**src/sgr_pkg.sv**
```systemverilog
// ============================================================================
// sgr_pkg: shared types, constants and font tables
// Beat types, queue entry type, 3x5 font ROM and glyph lookup.
// ============================================================================
package sgr_pkg;

    localparam logic [2:0] SCALE_RESET = 3'd2;
    localparam logic [2:0] MAX_SCALE   = 3'd4;
    localparam int         N_GLYPHS    = 40;
    localparam int         GLYPH_W     = $clog2(N_GLYPHS);
    localparam logic [GLYPH_W-1:0] GLYPH_BLANK = GLYPH_W'(23);
    localparam int         N_PIX       = 15;
    localparam int         PIX_W       = $clog2(N_PIX);
    localparam int         Q_DEPTH     = 2;
    localparam int         Q_PTR_W     = $clog2(Q_DEPTH);
    localparam int         Q_CNT_W     = $clog2(Q_DEPTH + 1);

    typedef struct packed {
        logic [7:0]  char_code;
        logic [9:0]  pen_x;
        logic [9:0]  pen_y;
        logic [15:0] ink_color;
    } item_t;

    typedef struct packed {
        logic [10:0] rect_x;
        logic [10:0] rect_y;
        logic [2:0]  rect_side;
        logic [15:0] rect_color;
        logic        draw;
        logic [10:0] next_x;
        logic        last;
    } rect_t;

    // classified character, handed from front to back
    typedef struct packed {
        logic [N_PIX-1:0] mask;     // bit row*3+col set = font pixel on
        logic [9:0]       pen_x;
        logic [9:0]       pen_y;
        logic [15:0]      color;
        logic [2:0]       scale;
        logic [10:0]      next_x;
    } job_t;

    // row 0 first; bit 2 of a row is the left column
    typedef logic [0:4][2:0] glyph_t;

    localparam glyph_t GLYPH_ROM [N_GLYPHS] = '{
        {3'd7,3'd5,3'd5,3'd5,3'd7}, {3'd2,3'd6,3'd2,3'd2,3'd7},
        {3'd7,3'd1,3'd7,3'd4,3'd7}, {3'd7,3'd1,3'd7,3'd1,3'd7},
        {3'd5,3'd5,3'd7,3'd1,3'd1}, {3'd7,3'd4,3'd7,3'd1,3'd7},
        {3'd7,3'd4,3'd7,3'd5,3'd7}, {3'd7,3'd1,3'd1,3'd1,3'd1},
        {3'd7,3'd5,3'd7,3'd5,3'd7}, {3'd7,3'd5,3'd7,3'd1,3'd7},
        {3'd7,3'd5,3'd7,3'd5,3'd5}, // A
        {3'd7,3'd4,3'd7,3'd4,3'd7}, // E
        {3'd7,3'd4,3'd5,3'd5,3'd7}, // G
        {3'd5,3'd5,3'd7,3'd5,3'd5}, // H
        {3'd7,3'd2,3'd2,3'd2,3'd7}, // I
        {3'd5,3'd7,3'd7,3'd5,3'd5}, // M
        {3'd7,3'd5,3'd5,3'd5,3'd7}, // O
        {3'd7,3'd5,3'd7,3'd4,3'd4}, // P
        {3'd7,3'd5,3'd6,3'd5,3'd5}, // R
        {3'd7,3'd4,3'd7,3'd1,3'd7}, // S
        {3'd5,3'd5,3'd5,3'd5,3'd7}, // U
        {3'd5,3'd5,3'd5,3'd5,3'd2}, // V
        {3'd6,3'd5,3'd5,3'd5,3'd6}, // D
        {3'd0,3'd0,3'd0,3'd0,3'd0}, // space
        {3'd6,3'd5,3'd6,3'd5,3'd6}, // B
        {3'd3,3'd4,3'd4,3'd4,3'd3}, // C
        {3'd5,3'd5,3'd6,3'd5,3'd5}, // K
        {3'd4,3'd4,3'd4,3'd4,3'd7}, // L
        {3'd7,3'd2,3'd2,3'd2,3'd2}, // T
        {3'd5,3'd1,3'd2,3'd4,3'd5}, // percent
        {3'd1,3'd2,3'd4,3'd2,3'd1}, // less-than
        {3'd4,3'd2,3'd1,3'd2,3'd4}, // greater-than
        {3'd6,3'd7,3'd7,3'd5,3'd5}, // N
        {3'd7,3'd4,3'd6,3'd4,3'd4}, // F
        {3'd1,3'd1,3'd1,3'd5,3'd7}, // J
        {3'd7,3'd5,3'd7,3'd3,3'd1}, // Q
        {3'd5,3'd5,3'd7,3'd7,3'd5}, // W
        {3'd5,3'd5,3'd2,3'd5,3'd5}, // X
        {3'd5,3'd5,3'd2,3'd2,3'd2}, // Y
        {3'd0,3'd0,3'd7,3'd0,3'd0}  // dash
    };

    function automatic logic [GLYPH_W-1:0] char_to_glyph(input logic [7:0] code);
        logic [GLYPH_W-1:0] idx;
        idx = GLYPH_BLANK;
        if (code >= 8'h30 && code <= 8'h39)
        begin
            idx = GLYPH_W'(code - 8'h30);
        end
        else
        begin
            case (code)
                8'h41: idx = GLYPH_W'(10);  // A
                8'h45: idx = GLYPH_W'(11);  // E
                8'h47: idx = GLYPH_W'(12);  // G
                8'h48: idx = GLYPH_W'(13);  // H
                8'h49: idx = GLYPH_W'(14);  // I
                8'h4D: idx = GLYPH_W'(15);  // M
                8'h4F: idx = GLYPH_W'(16);  // O
                8'h50: idx = GLYPH_W'(17);  // P
                8'h52: idx = GLYPH_W'(18);  // R
                8'h53: idx = GLYPH_W'(19);  // S
                8'h55: idx = GLYPH_W'(20);  // U
                8'h56: idx = GLYPH_W'(21);  // V
                8'h44: idx = GLYPH_W'(22);  // D
                8'h42: idx = GLYPH_W'(24);  // B
                8'h43: idx = GLYPH_W'(25);  // C
                8'h4B: idx = GLYPH_W'(26);  // K
                8'h4C: idx = GLYPH_W'(27);  // L
                8'h54: idx = GLYPH_W'(28);  // T
                8'h25: idx = GLYPH_W'(29);  // percent
                8'h3C: idx = GLYPH_W'(30);  // less-than
                8'h3E: idx = GLYPH_W'(31);  // greater-than
                8'h4E: idx = GLYPH_W'(32);  // N
                8'h46: idx = GLYPH_W'(33);  // F
                8'h4A: idx = GLYPH_W'(34);  // J
                8'h51: idx = GLYPH_W'(35);  // Q
                8'h57: idx = GLYPH_W'(36);  // W
                8'h58: idx = GLYPH_W'(37);  // X
                8'h59: idx = GLYPH_W'(38);  // Y
                8'h2D: idx = GLYPH_W'(39);  // dash
                default: idx = GLYPH_BLANK;
            endcase
        end
        return idx;
    endfunction

    // flatten a glyph into scan order: bit row*3+col
    function automatic logic [N_PIX-1:0] glyph_mask(input glyph_t g);
        logic [N_PIX-1:0] m;
        m = '0;
        for (int r = 0; r < 5; r++)
        begin
            for (int c = 0; c < 3; c++)
            begin
                m[r*3+c] = g[r][2-c];
            end
        end
        return m;
    endfunction

endpackage

```
**src/sgr_front.sv**
```systemverilog
// ============================================================================
// sgr_front: command intake and classification
// Holds the scale register, looks up the glyph and builds a job per beat.
// ============================================================================
module sgr_front
    import sgr_pkg::*;
(
    input  logic        clk,
    input  logic        rst_n,
    input  logic        cfg_valid,
    input  logic [2:0]  cfg_data,
    input  item_t       item,
    output job_t        job
);

    logic [2:0] scale_reg;
    logic [2:0] scale_eff;
    glyph_t     glyph;

    always_ff @(posedge clk or negedge rst_n)
    begin
        if (!rst_n)
        begin
            scale_reg <= SCALE_RESET;
        end
        else if (cfg_valid)
        begin
            scale_reg <= cfg_data;
        end
    end

    always_comb
    begin
        if (scale_reg == 3'd0)
        begin
            scale_eff = 3'd1;
        end
        else if (scale_reg > MAX_SCALE)
        begin
            scale_eff = MAX_SCALE;
        end
        else
        begin
            scale_eff = scale_reg;
        end
    end

    assign glyph = GLYPH_ROM[char_to_glyph(item.char_code)];

    always_comb
    begin
        job.mask   = glyph_mask(glyph);
        job.pen_x  = item.pen_x;
        job.pen_y  = item.pen_y;
        job.color  = item.ink_color;
        job.scale  = scale_eff;
        job.next_x = 11'(item.pen_x) + 11'({scale_eff, 2'b00});
    end

endmodule

```
**src/sgr_queue.sv**
```systemverilog
// ============================================================================
// sgr_queue: job queue between front and back
// Small register FIFO; full drives busy toward the command side.
// ============================================================================
module sgr_queue
    import sgr_pkg::*;
(
    input  logic clk,
    input  logic rst_n,
    input  logic push,
    input  job_t push_job,
    input  logic pop,
    output job_t head,
    output logic not_empty,
    output logic full
);

    job_t               mem_reg [Q_DEPTH];
    logic [Q_PTR_W-1:0] wr_ptr_reg, wr_ptr_next;
    logic [Q_PTR_W-1:0] rd_ptr_reg, rd_ptr_next;
    logic [Q_CNT_W-1:0] count_reg, count_next;

    assign head      = mem_reg[rd_ptr_reg];
    assign not_empty = (count_reg != '0);
    assign full      = (count_reg == Q_CNT_W'(Q_DEPTH));

    always_comb
    begin
        wr_ptr_next = wr_ptr_reg;
        rd_ptr_next = rd_ptr_reg;
        count_next  = count_reg;
        if (push)
        begin
            wr_ptr_next = (wr_ptr_reg == Q_PTR_W'(Q_DEPTH - 1)) ? '0 : wr_ptr_reg + 1'b1;
        end
        if (pop)
        begin
            rd_ptr_next = (rd_ptr_reg == Q_PTR_W'(Q_DEPTH - 1)) ? '0 : rd_ptr_reg + 1'b1;
        end
        if (push && !pop)
        begin
            count_next = count_reg + 1'b1;
        end
        else if (pop && !push)
        begin
            count_next = count_reg - 1'b1;
        end
    end

    always_ff @(posedge clk or negedge rst_n)
    begin
        if (!rst_n)
        begin
            wr_ptr_reg <= '0;
            rd_ptr_reg <= '0;
            count_reg  <= '0;
        end
        else
        begin
            wr_ptr_reg <= wr_ptr_next;
            rd_ptr_reg <= rd_ptr_next;
            count_reg  <= count_next;
        end
    end

    always_ff @(posedge clk)
    begin
        if (push)
        begin
            mem_reg[wr_ptr_reg] <= push_job;
        end
    end

endmodule

```
**src/sgr_back.sv**
```systemverilog
// ============================================================================
// sgr_back: square emitter
// Walks the set pixels of one job, one square per cycle, then the terminator.
// ============================================================================
module sgr_back
    import sgr_pkg::*;
(
    input  logic  clk,
    input  logic  rst_n,
    input  job_t  head,
    input  logic  not_empty,
    output logic  pop,
    output rect_t rect,
    output logic  rect_strobe
);

    logic             active_reg, active_next;
    job_t             cur_reg, cur_next;
    logic [N_PIX-1:0] mask_reg, mask_next;
    rect_t            rect_reg, rect_next;
    logic             strobe_reg, strobe_next;

    logic [PIX_W-1:0] pix_idx;
    logic [2:0]       row;
    logic [1:0]       col;
    logic             any_pix;
    logic             done;
    logic [4:0]       col_off;
    logic [4:0]       row_off;

    // lowest set pixel is next in scan order
    always_comb
    begin
        pix_idx = '0;
        row     = '0;
        col     = '0;
        for (int r = 4; r >= 0; r--)
        begin
            for (int c = 2; c >= 0; c--)
            begin
                if (mask_reg[r*3+c])
                begin
                    pix_idx = PIX_W'(r*3+c);
                    row     = 3'(r);
                    col     = 2'(c);
                end
            end
        end
    end

    assign any_pix = |mask_reg;
    assign col_off = 5'(col) * 5'(cur_reg.scale);
    assign row_off = 5'(row) * 5'(cur_reg.scale);
    assign done    = active_reg && !any_pix;
    assign pop     = (!active_reg || done) && not_empty;

    always_comb
    begin
        active_next = active_reg;
        cur_next    = cur_reg;
        mask_next   = mask_reg;
        rect_next   = rect_reg;
        strobe_next = active_reg;

        if (active_reg)
        begin
            rect_next.next_x = cur_reg.next_x;
            if (any_pix)
            begin
                rect_next.rect_x     = 11'(cur_reg.pen_x) + 11'(col_off);
                rect_next.rect_y     = 11'(cur_reg.pen_y) + 11'(row_off);
                rect_next.rect_side  = cur_reg.scale;
                rect_next.rect_color = cur_reg.color;
                rect_next.draw       = 1'b1;
                rect_next.last       = 1'b0;
                mask_next            = mask_reg & ~(N_PIX'(1) << pix_idx);
            end
            else
            begin
                rect_next.rect_x     = '0;
                rect_next.rect_y     = '0;
                rect_next.rect_side  = '0;
                rect_next.rect_color = '0;
                rect_next.draw       = 1'b0;
                rect_next.last       = 1'b1;
                active_next          = 1'b0;
            end
        end

        // next job loads in the same cycle the terminator goes out
        if (pop)
        begin
            cur_next    = head;
            mask_next   = head.mask;
            active_next = 1'b1;
        end
    end

    always_ff @(posedge clk or negedge rst_n)
    begin
        if (!rst_n)
        begin
            active_reg <= 1'b0;
            strobe_reg <= 1'b0;
        end
        else
        begin
            active_reg <= active_next;
            strobe_reg <= strobe_next;
        end
    end

    always_ff @(posedge clk)
    begin
        cur_reg  <= cur_next;
        mask_reg <= mask_next;
        rect_reg <= rect_next;
    end

    assign rect        = rect_reg;
    assign rect_strobe = strobe_reg;

endmodule

```
**src/scaled_glyph_rasterizer.sv**
```systemverilog
// ============================================================================
// scaled_glyph_rasterizer: 3x5 font character generator
// Turns one character command into scaled pixel squares plus a terminator.
// ============================================================================
//  channel  | signals                       | handshake
//  ---------+-------------------------------+----------------------------------
//  command  | start, busy, item             | beat taken when start && !busy
//  config   | cfg_valid, cfg_ready, cfg_data| write when cfg_valid && cfg_ready
//  result   | rect_strobe, rect             | one strobe per beat, no backpressure
//
// A character yields a square per set font pixel, then a terminator; the
// emitter's one-square-per-cycle walk sets the rate. A two-entry job queue
// lets commands be taken while the emitter works; busy is high only when
// that queue is full. Reset is asynchronous, active low, and sets the
// scale to 2.
module scaled_glyph_rasterizer
    import sgr_pkg::*;
(
    input  logic       clk,
    input  logic       rst_n,
    input  logic       start,
    output logic       busy,
    input  item_t      item,
    input  logic       cfg_valid,
    output logic       cfg_ready,
    input  logic [2:0] cfg_data,
    output rect_t      rect,
    output logic       rect_strobe
);

    job_t front_job;
    job_t head;
    logic push;
    logic pop;
    logic not_empty;
    logic full;

    assign cfg_ready = 1'b1;
    assign busy      = full;
    assign push      = start && !full;

    sgr_front u_front (
        .clk       (clk),
        .rst_n     (rst_n),
        .cfg_valid (cfg_valid),
        .cfg_data  (cfg_data),
        .item      (item),
        .job       (front_job)
    );

    sgr_queue u_queue (
        .clk       (clk),
        .rst_n     (rst_n),
        .push      (push),
        .push_job  (front_job),
        .pop       (pop),
        .head      (head),
        .not_empty (not_empty),
        .full      (full)
    );

    sgr_back u_back (
        .clk         (clk),
        .rst_n       (rst_n),
        .head        (head),
        .not_empty   (not_empty),
        .pop         (pop),
        .rect        (rect),
        .rect_strobe (rect_strobe)
    );

endmodule
```
**config.mk**
```make
export PLATFORM = sky130hd
export DESIGN_NAME = scaled_glyph_rasterizer
export DESIGN_NICKNAME = d
export VERILOG_FILES = /design/src/sgr_pkg.sv /design/src/sgr_front.sv /design/src/sgr_queue.sv /design/src/sgr_back.sv /design/src/scaled_glyph_rasterizer.sv
export SDC_FILE = /design/constraint.sdc
export NUM_CORES = 1
export LEC_CHECK = 0
export BUFFER_PORTS_ARGS = -buffer_cell sky130_fd_sc_hd__buf_2
export CAP_MARGIN = 40
export CORE_UTILIZATION = 52
export CTS_CLUSTER_SIZE = 28
export DETAILED_ROUTE_END_ITERATION = 6
export HOLD_SLACK_MARGIN = 0.02
export PLACE_DENSITY_LB_ADDON = 0.2
export SYNTH_ARGS = -nofsm -noshare
export SYNTH_HDL_FRONTEND = slang
export SYNTH_HIERARCHICAL = 1
export SYNTH_SLANG_ARGS = --single-unit
```
**constraint.sdc**
```tcl
create_clock -name clk -period 5.1 [get_ports clk]
set_input_delay 0 -clock clk [delete_from_list [all_inputs] [get_ports clk]]
set_output_delay 0 -clock clk [all_outputs]
set_load 0.005 [all_outputs]
```
==> results.json, run 1 <==
{
  "outcome": "completed",
  "final_area_mm2": 0.0143,
  "final_cells": 1348,
  "nets": 1101,
  "syn_nets": 991,
  "wirelength_um": 24400,
  "synth_adder_area_share_pct": 4.42,
  "start_util_pct": 53.1,
  "place_inst": 1254,
  "reg2reg_from": "u_back/mask_reg[3]",
  "syn2layout_area_growth_pct": 14.3,
  "synth_compound_area_share_pct": 8.83,
  "min_path_cells": 2,
  "start_kind": "register",
  "fp-row-count": 56,
  "die_x_um": 157,
  "cts_resized": 0,
  "ys_ff_latch": 258,
  "synth_xor_area_share_pct": 1.61,
  "hpwl_um": 15600,
  "postSynthCellCount": 900,
  "die_area_mm2": 0.0247,
  "synth-simple-area-share_pct": 8.87,
  "core_area_mm2": 0.0235,
  "p_leak_nw": 5.46,
  "yosys_warnings": 6,
  "yosys.cell_count.top_type": "edfxtp_1",
  "p_total_mw": 7.43,
  "synth_area_per_cell_um2": 13.9,
  "cts-root-buf": "clkbuf_16",
  "period_needed_ps": 4470,
  "netlist_top_cells_count": "edfxtp_1 (249), nor2_1 (52), a21oi_1 (44)",
  "fin_util_pct": 60.7,
  "fp.dieH_um": 157,
  "dpl_worst_slack_ps": 739,
  "grt_overflow": 0,
  "cts_max_path_buffers": 3,
  "clk_pin_slew_ps": 60,
  "ant_nets": 0,
  "drv_cap": 0,
  "synth_mux_area_share_pct": 9.26,
  "fin_tns_setup_ps": 0,
  "clk_latency_ps": 510,
  "final_hold_viol_count": 0,
  "min_to": "u_queue/mem_reg[0][16]",
  "cts_buffers": 26,
  "cp_max_fo": 10,
  "grt_pass1_vias": 7165,
  "ff2ff_setup_slack_ps": 630,
  "via_per_inst": 5.55,
  "setup.worst_path.class": "register to register",
  "fillerInstances": 1864,
  "synth_top_area_share_pct": 59.8,
  "ys.flop_type": "edfxtp_1",
  "dpl_cell_area_mm2": 0.0130,
  "synth_area_leaders": "edfxtp_1 (60%), mux2_4 (4.8%), ha_1 (3.3%), mux2_2 (2.6%), buf_4 (2.6%)",
  "slew_headroom_pct": 44.5,
  "h-tree-depth": 1,
  "worstReg2RegEnd": "u_back/rect[41]",
  "irDropWorstVdd_mv": 0.282,
  "syn_area_mm2": 0.0125,
  "seqCellArea_mm2": 0.00771,
  "track_usage_pct": 19.8,
  "io_pins": 108,
  "drt-wirelength-per-cell_um": 18.1,
  "drtIter0Drc": 598,
  "largest_reg_flops": 130,
  "ys_seq_area_share_pct": 61.6,
  "synth_top_family_by_area": "multiplexers",
  "rsz0062_at_grt": "no",
  "cts_tree": "yes",
  "arrival_ps": 4730,
  "period_share_pct": 87.6,
  "antenna_found_initial": 0,
  "drv_slew": 0,
  "cts_num_sinks": 258,
  "clock_skew_ps": 9.39,
  "tightest_slew_ps": 812,
  "hp-class": "primary input to register",
  "setup_viol": 0,
  "synth_edf_count": 249,
  "synth_cell_types": 79,
  "cp-end-kind": "register",
  "fin_ws_ps": 630,
  "yosysTopAreaCell": "edfxtp_1",
  "insertedDiodeCount": 0,
  "p_per_area_mw_per_mm2": 520,
  "grt_max_degree": 49,
  "worstHoldStart": "item[2]",
  "firstDrtPassIters": 5,
  "async_reset_ff_share_pct": 3.49,
  "holdWs_ps": 214,
  "clock.fmax_mhz": 224,
  "drc_errors": 0,
  "drive_gt1_share_pct": 23.5,
  "grt_pass1_wl_um": 37900,
  "place_congestion": 0.889,
  "portBuffers": 106,
  "r2r_cells": 14,
  "worstPathRequired_ps": 5360,
  "vias": 7485,
  "multi_input_area_mm2": 0.00414
}
## kinds of logic after synthesis
logic type | count (synthesis)
AOI/OAI and AO/OA | 164
xor gates and xnor gates | 23
adders and majority gates | 40
buffers and inverters | 114
DFF | 258
muxes | 92
other | 1
and+or+nand+nor | 208
## report_power, final
part	total, mW	switching (mW)	leakage (nW)	internal, mW
sequential	3.35	0.296	2.52	3.05
combinational	2.27	1.22	2.55	1.05
clock	1.81	0.745	0.396	1.07
## final cells by class
type	instances	share of cell area (%)
Clock buffer	33	4.88
Tap cell	319	2.79
Timing Repair Buffer	164	7.78
Inverter	32	0.840
Multi-Input combinational cell	528	28.9
Sequential cell	258	53.9
Clock inverter	14	0.858
## worst max-delay path by stage
stage | start | endpoint | cells after the start
after floorplan | u_queue/count_reg[1] | u_queue/mem_reg[0][0] | 3
after global placement | u_back/mask_reg[3] | u_back/rect[41] | 14
after detailed placement | u_back/mask_reg[3] | u_back/rect[41] | 14
after CTS | u_back/mask_reg[3] | u_back/rect[41] | 14
after global routing | u_back/mask_reg[0] | u_back/rect[40] | 16
final | u_back/mask_reg[3] | u_back/rect[41] | 14
## cell usage in the layout (no fill, tap or decap), types with 5 or more instances in the layout
| master | instances |
|---|---|
| buf_2 | 106 |
| a31oi_1 | 6 |
| nor2b_1 | 7 |
| o21ai_0 | 25 |
| o21a_1 | 7 |
| o22ai_1 | 7 |
| nand2b_1 | 8 |
| clkbuf_16 | 27 |
| mux2i_1 | 23 |
| a21oi_1 | 44 |
| dfrtp_1 | 6 |
| mux2_2 | 29 |
| nand2_1 | 25 |
| o21ai_1 | 6 |
| clkbuf_1 | 6 |
| a21o_1 | 6 |
| inv_1 | 30 |
| o211ai_1 | 10 |
| edfxtp_1 | 249 |
| nor4_1 | 7 |
| nor3b_1 | 8 |
| ha_1 | 33 |
| xor2_1 | 15 |
| dlygate4sd3_1 | 47 |
| nor2_1 | 52 |
| clkinv_1 | 6 |
| and3_1 | 5 |
| a211oi_1 | 7 |
| xnor2_1 | 8 |
| buf_4 | 8 |
| and2_1 | 32 |
| mux2_4 | 40 |
| or3_1 | 5 |
| nor3_1 | 17 |
| fa_1 | 7 |
| nand3_1 | 17 |
## worst max-delay path, stage by stage (launching register included)
cell,delay (ps)
edfxtp_1,520
nor4_1,600
nand2_1,190
nor2_1,210
nand2_1,90
fa_1,490
inv_1,40
ha_1,210
fa_1,410
xor2_1,170
xnor2_1,130
ha_1,330
nor2_1,80
nor4_1,370
mux2_2,380
## routing by layer
metal,routed length [µm],track usage (%),part of all wire (%),vias to the layer above
li1,-,-,-,3571
met1,11300,28.2,46,3654
met2,11700,32.3,48,226
met3,1010,2.64,4.1,34
met4,424,5.04,1.7,0
met5,0,0,0,-
## what timing repair did
action	4_1_cts	5_1_grt
setup buffers	0	0
hold buffers	47	0
endpoints found under the hold margin	106	0
No activity file was read; power rests on OpenSTA's default activity.
==> inputs of run 2 (changes only) <==
BUFFER_PORTS_ARGS = not set   (was -buffer_cell sky130_fd_sc_hd__buf_2)
DONT_BUFFER_PORTS = 1   (was not set)
==> run 2 against run 1 <==
  * Sequential power about the same
  * Cell area down 3.7%
  * Via count decreased by 5.0%
  * Critical endpoint unchanged
  * Largest power group unchanged
==> results.json, run 2 (synthesis results as in run 1) <==
{
  "outcome": "completed",
  "cts-root-buf": "clkbuf_16",
  "grtUsageMet2_pct": 31.7,
  "fp.dieH_um": 157,
  "use_met3_pct": 4.38,
  "dpl_cell_area_mm2": 0.0125,
  "drc_errors": 0,
  "antenna_found_initial": 0,
  "p_sw_mw": 2.21,
  "hpwl_um": 16700,
  "worstReg2RegEnd": "u_back/rect[41]",
  "cts_max_path_buffers": 3,
  "track_usage_pct": 20.5,
  "h-tree-depth": 1,
  "rsz0062_at_grt": "no",
  "setup.worst_path.class": "register to register",
  "drt-wirelength-per-cell_um": 20.1,
  "portBuffers": 0,
  "endpoint": "u_back/rect[41]",
  "drv_cap": 0,
  "r2r_cells": 14,
  "grt_max_degree": 59,
  "grtUsageMet1_pct": 29.6,
  "insertedDiodeCount": 0,
  "worstPathRequired_ps": 5360,
  "cts_buffers": 26,
  "p_leak_nw": 5.06,
  "start_util_pct": 53.1,
  "firstDrtPassIters": 5,
  "fp-row-count": 56,
  "power_frac_comb_pct": 29.6,
  "cp_max_fo": 10,
  "final_cell_mix": "edfxtp_1 (249), nor2_1 (52), a21oi_1 (44), dlygate4sd3_1 (43), mux2_4 (40)",
  "grt_overflow": 0,
  "fin_tns_setup_ps": 0,
  "hp-class": "primary input to register",
  "ant_nets": 0,
  "grt_pass1_vias": 7042,
  "die_x_um": 157,
  "clk_latency_ps": 520,
  "cts_num_sinks": 258,
  "ff2ff_setup_slack_ps": 620,
  "nets": 995,
  "irDropWorstVdd_mv": 0.331,
  "clock.fmax_mhz": 223,
  "tightest_slew_ps": 824,
  "cp-end-kind": "register",
  "cts_tree": "yes",
  "pwr-share-seq_pct": 46.2,
  "drv_slew": 0,
  "period_needed_ps": 4480,
  "core_area_mm2": 0.0235,
  "fillerInstances": 1890,
  "critPathLaunch": "u_back/mask_reg[3]",
  "syn2layout_area_growth_pct": 10.1,
  "wirelength_um": 25000,
  "p_sw_share_pct": 30.5,
  "multi_input_area_mm2": 0.00414,
  "clock_skew_ps": 8.52,
  "drive_gt1_share_pct": 15.3,
  "seqCellArea_mm2": 0.00771,
  "final_hold_viol_count": 0,
  "drtIter0Drc": 559,
  "p_per_area_mw_per_mm2": 527,
  "reg2reg_from": "u_back/mask_reg[3]",
  "clk_pin_slew_ps": 60,
  "place_congestion": 0.890,
  "arrival_ps": 4740,
  "busiest_layer": "met2",
  "period_share_pct": 87.8,
  "io_pins": 108,
  "p_int_mw": 5.04,
  "slew_headroom_pct": 45.0,
  "via_per_inst": 5.73,
  "vias": 7114,
  "largest_reg_flops": 130,
  "setup_viol": 0,
  "start_kind": "register",
  "layout_commonest_cell": "edfxtp_1",
  "power_frac_clock_pct": 24.2,
  "grt_pass1_wl_um": 38800,
  "final_area_mm2": 0.0138,
  "die_area_mm2": 0.0247,
  "cts_setup_buffers": 0
}
==> run 2: repair_timing <==
action | in CTS | in global routing
hold buffers | 43 | 0
resized for setup | 0 | 0
hold endpoints to repair | 117 | 0
==> run 2: final cells by class <==
class	instances	area share, %
well taps	319	2.90
multi-input cells	528	30.1
inverters	32	0.873
repair buffers	58	4.38
flip-flops and latches	258	56.0
clock buffers	32	5.05
clock inverters	14	0.727
==> run 2: how the worst min path moves through the flow <==
| stage | cells after the start | start | slack, ps | to |
|---|---|---|---|---|
| 6_report | 4 | item[29] | 130 | u_queue/mem_reg[0][5] |
| 5_1_grt | 1 | item[17] | 120 | u_queue/mem_reg[1][31] |
| 4_1_cts | 1 | item[9] | 110 | u_queue/mem_reg[0][23] |
| 3_5_place_dp | 0 | rst_n | -300 | u_front/scale_reg[2] |
| 3_3_place_gp | 0 | rst_n | -300 | u_front/scale_reg[2] |
| 2_1_floorplan | 0 | rst_n | -300 | u_back/active_reg |
==> run 2: per-stage QoR <==
stage | hold slack [ps] | instances | setup WS, ps | power [mW] | util [%]
CTS | 113 | 1241 | 681 | 7.34 | 58.5
detailed placement | -295 | 1152 | 725 | 5.52 | 53.3
finish | 127 | 1241 | 623 | 7.26 | 58.5
global route | 123 | 1241 | 232 | 7.70 | 58.5
floorplan | -296 | 900 | 1000 | 5.00 | -
global placement | -295 | 1148 | 921 | 5.45 | 52.9
==> run 2: worst max-delay path, stage by stage (launching register included) <==
cell and delay (ps):
edfxtp_1 510, nor4_1 610, nand2_1 200, nor2_1 250
nand2_1 110, fa_1 500, inv_1 40, ha_1 200
fa_1 370, xor2_1 160, xnor2_1 130, ha_1 330
nor2_1 90, nor4_1 350, mux2_2 390
==> run 2: power by group through the flow <==
stage                     Sequential [mW]  Combinational [mW]  Clock (mW)
after global routing                 3.42                2.41        1.88
after global placement               3.38                2.07           0
after CTS                            3.36                2.18        1.80
after floorplan                      3.27                1.72           0
final                                3.35                2.15        1.75
after detailed placement             3.40                2.13           0
==> run 2: layer usage <==
metal	part of all wire [%]	wire length, µm
met1	45	11300
met2	46	11600
met3	6.2	1560
met4	2.0	491
met5	0	0
